**config.mk**
```make
export PLATFORM = sky130hd
export DESIGN_NAME = dnsc_back
export DESIGN_NICKNAME = d
export VERILOG_FILES = /design/src/hw/rtl/dnsc_pkg.sv /design/src/hw/rtl/dnsc_back.sv
export SDC_FILE = /design/constraint.sdc
export NUM_CORES = 1
export LEC_CHECK = 0
export BUFFER_PORTS_ARGS = -buffer_cell sky130_fd_sc_hd__buf_2
export CAP_MARGIN = 40
export CORE_MARGIN = 10
export CORE_UTILIZATION = 54
export CTS_CLUSTER_SIZE = 24
export DETAILED_ROUTE_END_ITERATION = 8
export PLACE_DENSITY = 0.76
export RECOVER_POWER = 25
export SLEW_MARGIN = 25
export SYNTH_ARGS = -nofsm -noshare
export SYNTH_HDL_FRONTEND = slang
export SYNTH_SLANG_ARGS = --single-unit
```
**constraint.sdc**
```tcl
create_clock -name clk -period 6.9 [get_ports clk]
set_clock_uncertainty 0.1 [all_clocks]
set_input_delay 1.725 -clock clk [delete_from_list [all_inputs] [get_ports clk]]
set_output_delay 1.725 -clock clk [all_outputs]
set_load 0.1 [all_outputs]
```
**src/hw/rtl/dnsc_pkg.sv**
```systemverilog
// Shared types and constants for the DNS name syntax checker.
`timescale 1ns / 1ps
package dnsc_pkg;

  localparam int FlagW  = 10;
  localparam int CountW = 8;
  localparam int NameW  = 9;
  localparam int LabelW = 8;

  localparam logic [FlagW-1:0] F_EMPTY      = 10'h001;
  localparam logic [FlagW-1:0] F_TOO_LONG   = 10'h002;
  localparam logic [FlagW-1:0] F_NOT_ROOTED = 10'h004;
  localparam logic [FlagW-1:0] F_LABEL_LONG = 10'h008;
  localparam logic [FlagW-1:0] F_BLANK      = 10'h010;
  localparam logic [FlagW-1:0] F_LEAD_HYPH  = 10'h020;
  localparam logic [FlagW-1:0] F_TRAIL_HYPH = 10'h040;
  localparam logic [FlagW-1:0] F_STAR       = 10'h080;
  localparam logic [FlagW-1:0] F_ILLEGAL    = 10'h100;
  localparam logic [FlagW-1:0] F_WILDCARD   = 10'h200;

  localparam logic [7:0] CH_DOT    = 8'h2E;
  localparam logic [7:0] CH_HYPHEN = 8'h2D;
  localparam logic [7:0] CH_STAR   = 8'h2A;
  localparam logic [7:0] CH_UNDER  = 8'h5F;

  localparam logic [1:0] REG_RECORD_MODE = 2'd0;
  localparam logic [1:0] REG_ALLOW_UNDER = 2'd1;
  localparam logic [1:0] REG_MAX_NAME    = 2'd2;
  localparam logic [1:0] REG_MAX_LABEL   = 2'd3;

  typedef struct packed {
    logic has_char;
    logic last;
    logic is_dot;
    logic is_hyphen;
    logic is_star;
    logic is_under;
    logic is_alnum;
  } dnsc_char_t;

  typedef struct packed {
    logic       record_name_mode;
    logic       underscore_ok;
    logic [7:0] max_name_length;
    logic [5:0] max_label_length;
  } dnsc_cfg_t;

endpackage

```
**src/hw/rtl/dnsc_back.sv**
```systemverilog
// Back stage: label and name state, result assembly and output register.
`timescale 1ns / 1ps
module dnsc_back (
  input  logic                clk,
  input  logic                rst,
  input  dnsc_pkg::dnsc_cfg_t cfg,
  input  logic                q_empty,
  input  dnsc_pkg::dnsc_char_t q_data,
  output logic                q_pop,
  output logic                res_valid,
  input  logic                res_ready,
  output logic [9:0]          res_flags,
  output logic [7:0]          res_count
);
  import dnsc_pkg::*;

  logic [NameW-1:0]  name_length, nl_n, name_length_next;
  logic [LabelW-1:0] label_length, ll_n, label_length_next;
  logic              previous_was_hyphen, pwh_n, previous_was_hyphen_next;
  logic              label_is_star, lis_n, label_is_star_next;
  logic              first_was_dot, fwd_n, first_was_dot_next;
  logic [FlagW-1:0]  pending_flags, pf_n, pending_flags_next;
  logic [CountW-1:0] pending_count, pc_n, pending_count_next;
  logic [FlagW-1:0]  committed_flags, cf_n, committed_flags_next;
  logic [CountW-1:0] committed_count, cc_n, committed_count_next;

  logic              finish;
  logic [FlagW-1:0]  fin_flags;
  logic [CountW-1:0] fin_count;
  logic [FlagW-1:0]  add_flags;
  logic [1:0]        add_n;
  logic [CountW:0]   pc_sum, cc_sum, nr_sum;
  logic [CountW-1:0] pc_close;
  logic              wild, bad, star_hit, ill_hit, lead;

  assign q_pop  = !q_empty && (!res_valid || res_ready);
  assign finish = !q_data.has_char || q_data.last;

  always_comb begin
    nl_n     = name_length;
    ll_n     = label_length;
    pwh_n    = previous_was_hyphen;
    lis_n    = label_is_star;
    fwd_n    = first_was_dot;
    pf_n     = pending_flags;
    pc_n     = pending_count;
    cf_n     = committed_flags;
    cc_n     = committed_count;
    add_flags = '0;
    add_n    = '0;
    pc_sum   = '0;
    cc_sum   = '0;
    pc_close = pending_count;
    wild     = (label_length == LabelW'(1)) && label_is_star;
    lead     = (label_length == '0) && q_data.is_hyphen;
    bad      = !q_data.is_alnum && !q_data.is_hyphen;
    star_hit = bad && cfg.record_name_mode && q_data.is_star;
    ill_hit  = bad && !(cfg.record_name_mode && q_data.is_star) &&
               !(q_data.is_under && cfg.underscore_ok);
    if (q_data.has_char) begin
      if (name_length == '0) begin
        fwd_n = q_data.is_dot;
      end
      if (name_length != '1) begin
        nl_n = name_length + NameW'(1);
      end
      if (q_data.is_dot) begin
        if (wild) begin
          if (!cfg.record_name_mode) begin
            cf_n   = committed_flags | F_WILDCARD;
            cc_sum = {1'b0, committed_count} + (CountW+1)'(1);
            cc_n   = cc_sum[CountW] ? '1 : cc_sum[CountW-1:0];
          end
        end else begin
          if (label_length > {2'b00, cfg.max_label_length}) begin
            add_flags = add_flags | F_LABEL_LONG;
            add_n     = add_n + 2'd1;
          end
          if (label_length == '0) begin
            add_flags = add_flags | F_BLANK;
            add_n     = add_n + 2'd1;
          end
          if (label_length != '0 && previous_was_hyphen) begin
            add_flags = add_flags | F_TRAIL_HYPH;
            add_n     = add_n + 2'd1;
          end
          pc_sum   = {1'b0, pending_count} + (CountW+1)'(add_n);
          pc_close = pc_sum[CountW] ? '1 : pc_sum[CountW-1:0];
          cf_n     = committed_flags | pending_flags | add_flags;
          cc_sum   = {1'b0, committed_count} + {1'b0, pc_close};
          cc_n     = cc_sum[CountW] ? '1 : cc_sum[CountW-1:0];
        end
        pf_n  = '0;
        pc_n  = '0;
        ll_n  = '0;
        pwh_n = 1'b0;
        lis_n = 1'b0;
      end else begin
        if (label_length == '0) begin
          lis_n = q_data.is_star;
        end
        if (lead) begin
          add_flags = add_flags | F_LEAD_HYPH;
          add_n     = add_n + 2'd1;
        end
        if (star_hit) begin
          add_flags = add_flags | F_STAR;
          add_n     = add_n + 2'd1;
        end
        if (ill_hit) begin
          add_flags = add_flags | F_ILLEGAL;
          add_n     = add_n + 2'd1;
        end
        pf_n   = pending_flags | add_flags;
        pc_sum = {1'b0, pending_count} + (CountW+1)'(add_n);
        pc_n   = pc_sum[CountW] ? '1 : pc_sum[CountW-1:0];
        pwh_n  = q_data.is_hyphen;
        if (label_length != '1) begin
          ll_n = label_length + LabelW'(1);
        end
      end
    end
  end

  always_comb begin
    nr_sum = {1'b0, cc_n} + (CountW+1)'(1);
    if (nl_n == '0) begin
      fin_flags = F_EMPTY;
      fin_count = CountW'(1);
    end else if (nl_n > {1'b0, cfg.max_name_length}) begin
      fin_flags = F_TOO_LONG;
      fin_count = CountW'(1);
    end else if (nl_n == NameW'(1) && fwd_n) begin
      fin_flags = '0;
      fin_count = '0;
    end else if (ll_n != '0) begin
      fin_flags = cf_n | F_NOT_ROOTED;
      fin_count = nr_sum[CountW] ? '1 : nr_sum[CountW-1:0];
    end else begin
      fin_flags = cf_n;
      fin_count = cc_n;
    end
  end

  always_comb begin
    name_length_next         = name_length;
    label_length_next        = label_length;
    previous_was_hyphen_next = previous_was_hyphen;
    label_is_star_next       = label_is_star;
    first_was_dot_next       = first_was_dot;
    pending_flags_next       = pending_flags;
    pending_count_next       = pending_count;
    committed_flags_next     = committed_flags;
    committed_count_next     = committed_count;
    if (q_pop) begin
      if (finish) begin
        name_length_next         = '0;
        label_length_next        = '0;
        previous_was_hyphen_next = 1'b0;
        label_is_star_next       = 1'b0;
        first_was_dot_next       = 1'b0;
        pending_flags_next       = '0;
        pending_count_next       = '0;
        committed_flags_next     = '0;
        committed_count_next     = '0;
      end else begin
        name_length_next         = nl_n;
        label_length_next        = ll_n;
        previous_was_hyphen_next = pwh_n;
        label_is_star_next       = lis_n;
        first_was_dot_next       = fwd_n;
        pending_flags_next       = pf_n;
        pending_count_next       = pc_n;
        committed_flags_next     = cf_n;
        committed_count_next     = cc_n;
      end
    end
  end

  always_ff @(posedge clk) begin
    if (rst) begin
      name_length         <= '0;
      label_length        <= '0;
      previous_was_hyphen <= 1'b0;
      label_is_star       <= 1'b0;
      first_was_dot       <= 1'b0;
      pending_flags       <= '0;
      pending_count       <= '0;
      committed_flags     <= '0;
      committed_count     <= '0;
      res_valid           <= 1'b0;
    end else begin
      name_length         <= name_length_next;
      label_length        <= label_length_next;
      previous_was_hyphen <= previous_was_hyphen_next;
      label_is_star       <= label_is_star_next;
      first_was_dot       <= first_was_dot_next;
      pending_flags       <= pending_flags_next;
      pending_count       <= pending_count_next;
      committed_flags     <= committed_flags_next;
      committed_count     <= committed_count_next;
      if (q_pop && finish) begin
        res_valid <= 1'b1;
      end else if (res_ready) begin
        res_valid <= 1'b0;
      end
    end
  end

  always_ff @(posedge clk) begin
    if (q_pop && finish) begin
      res_flags <= fin_flags;
      res_count <= fin_count;
    end
  end

endmodule

```
==> metrics.md <==
| Metric | Value |
|---|---|
| Status | `complete, no violations` |
| Vias in the first global route | `a little under 5000` |
| XOR/XNOR share of the synthesized area | `around 2.1%` |
| CTS max path bufs | `2` |
| Top cells by area, synth | `dfxtp_1 (20%), edfxtp_1 (11%), ha_1 (9.1%), nor2_1 (5.8%), a21oi_1 (5.5%)` |
| Total negative slack | `0 ns` |
| Worst skew pair latency | `between 0.3 and 0.4 ns` |
| Core area | `around 9200 µm²` |
| Initial Util | `55.1%` |
| Register area share after synthesis | `30.4%` |
| Fin cells | `about 810` |
| P&R area growth vs syn | `14.7%` |
| Count of final setup violators | `0` |
| Post-layout minimum cycle time | `approximately 6.6 ns` |
| CTS tree | `yes` |
| Maximum VDD drop | `roughly 0.00014 V` |
| Commonest non-fill, non-tap cell in the layout | `nor2_1` |
| Main synth FF type | `dfxtp_1` |
| Max-slew headroom | `between 10% and 20%` |
| Post-place instance area | `5520 µm²` |
| Initial antenna violation count | `0` |
| Delay-heaviest family, CP | `simple AND/OR/NAND/NOR gates` |
| Max stage delay on crit path | `between 0.5 and 0.6 ns` |
| Cell count after placement | `just under 800` |
| Total power draw | `a little over 900 µW` |
| Post-Synth Simple-Gate Area | `between 20% and 30%` |
| Filler cells | `817` |
| Post-synth EDFFs | `18` |
| Syn_nets | `695` |
| Crit start category | `input port` |
| First-pass GRT wire length | `approximately 24000 µm` |
| Max_cap viols | `0` |
| Buf/Inv on CP | `5` |
| Cell Rows | `35` |
| Gr usage total | `roughly 22%` |
| # DRC | `0` |
| Slew Limit Fails | `0` |
| Slowest stage cell, crit path | `or4b_4` |
| Fin. Hold Viols | `0` |
| DR pass1 iterations | `5` |
| Synth Register Bits | `68` |
| Share of layout cells above drive strength 1 | `~20%` |
| CTS clock-pin slew for the worst setup and hold paths | `0.09 ns` |
| Worst slew pin tran | `approximately 1.2 ns` |
| Pleak | `0.00251 µW` |
| DR vias | `about 5200` |
| CTS Buf Count | `9` |
| Largest family of logic cells by synthesized area | `compound AO/OA/AOI/OAI gates` |
| Nets@finish | `~760` |
| Vias per cell | `6.39` |
| Max Clock Freq | `roughly 150 MHz` |
| Mean post-synth cell area | `roughly 8.1 µm²` |
| Die Y | `about 120 µm` |
| Post-DP HPWL | `11300 µm` |
| Drt wl/cell | `about 19 µm` |
| CP Data Required Time | `roughly 7.0 ns` |
| Final GP Congestion | `around 0.91` |
| Routed WL | `between 15000 and 20000 µm` |
| Commonest cells after routing, fill and taps aside | `nor2_1 (77), a21oi_1 (53), dfxtp_1 (50), buf_2 (46), nand2_1 (41)` |
| Dominant cell type by area after synthesis | `dfxtp_1` |
| Num Clock Sinks | `between 60 and 70` |
| Htree depth | `3` |
| Post-Synth Adder-Cell Area | `roughly a tenth` |
| Hold Buf Count CTS | `0` |
| DR iter-0 viols | `around 460` |
| Die area | `13700 µm²` |
| Async set-reset flop share out of synthesis | `0%` |
| Final period util | `~96%` |
| DRT antenna net count | `0` |
| Ant. Diodes | `0` |
| Num ports | `47` |
| Worst Path Arrival | `about 6.7 ns` |
| Mux cell area share after synthesis | `under 10%` |
| CTS root buf | `clkbuf_8` |
| Largest net degree at the start of global routing | `29` |
| I/O Buffers | `46` |
| Pwr Density | `160 nW/µm²` |
| GRT Residual Overflow | `0` |
| Synthesis Warnings | `0` |
| Cell area after synthesis | `approximately 5100 µm²` |
| Mapped Cells | `approximately 630` |
| Synth Area in Compound Gates | `25.5%` |
| Die X-Extent | `about 120 µm` |
| CP endpoint kind | `register` |
| Finished Cell Area | `roughly 5800 µm²` |
| Cell variety after synth | `between 70 and 80` |
| Setup CP Type | `input port to register` |
| Hold Path Class | `register to register` |
| Top-area cell type share of the netlist area | `19.8%` |
| CP max FO | `5` |
synth_stat cells (7+ instances only):
cell      count
nor2_1       78
a31oi_1      16
nand2_1      42
and3_1        7
nand2b_1      8
nand3_1      26
a21o_1        8
clkbuf_1     25
and2_1       11
xnor2_1      11
nor3_1       11
ha_1         37
dfxtp_1      50
edfxtp_1     18
inv_1        38
o21ai_0      33
o21a_1        7
a22oi_1      12
a21oi_1      56
nand4_1       7
final timing paths:
check	startpoint	cells after the start	slack [ns]	end
worst max-delay path	cfg[1]	28	0.26	res_count[7]
worst max register to register	label_length[3]	24	1.22	res_count[7]
worst min-delay path	committed_flags[2]	2	0.35	committed_flags[2]
worst min register to register	committed_flags[2]	2	0.35	committed_flags[2]
through the flow:
step / worst slack, ns / utilization (%) / hold slack (ns)
after global placement: -0.187 / 59.9 / 0.324
final: 0.260 / 63.2 / 0.350
after detailed placement: -0.441 / 60.0 / 0.339
after global routing: -0.0234 / 63.2 / 0.371
after floorplan: 0.116 / - / 0.316
after CTS: 0.00965 / 62.2 / 0.351
repair_timing:
action	CTS	global route
pin swaps	0	10
setup endpoints to repair	7	9
resized for setup	1	17
setup buffers	0	4
cloned	0	0
logic make-up (layout without fill, tap and decap cells):
| group | after synthesis | count (layout) |
|---|---|---|
| simple gates | 235 | 235 |
| compound gates | 193 | 193 |
| buf+inv | 73 | 141 |
| flops | 68 | 68 |
| fa+ha+maj | 40 | 40 |
| xor+xnor | 12 | 12 |
| mux | 7 | 7 |
tightest hold or removal path: stages (launching register included):
cell     delay (ns)
dfxtp_1        0.31
inv_1          0.06
nor2_1         0.04
state kept, by name, summed over array words and instances, names as in the netlist:
| signal | cells |
|---|---|
| committed_flags | 10 |
| res_flags | 10 |
| name_length | 9 |
| committed_count | 8 |
| label_length | 8 |
| pending_count | 8 |
| res_count | 8 |
| pending_flags | 3 |
| first_was_dot | 1 |
| label_is_star | 1 |
| previous_was_hyphen | 1 |
| res_valid | 1 |
layer usage:
| layer | global-route usage (%) | vias up | wire [µm] |
|---|---|---|---|
| li1 | - | 2435 | - |
| met1 | 28.5 | 2495 | 6460 |
| met2 | 36.1 | 193 | 7170 |
| met3 | 3.82 | 37 | 972 |
| met4 | 9.06 | 0 | 428 |
| met5 | 0 | - | 0 |
power breakdown:
part	leakage, µW	switching, µW	internal [µW]
combinational	0.00184	124	44.2
sequential	0.000580	5.01	419
clock	0.0000958	170	169
cell type report:
type	count	area [µm²]	area share, %
clock buffer	9	124	2.13
clock inverter	7	76.3	1.31
inverter	38	143	2.45
multi-input combinational	487	3260	56.2
sequential	68	1540	26.5
tap	111	139	2.39
timing repair buffer	87	523	9.00
Power figures use the tool's default switching activity.
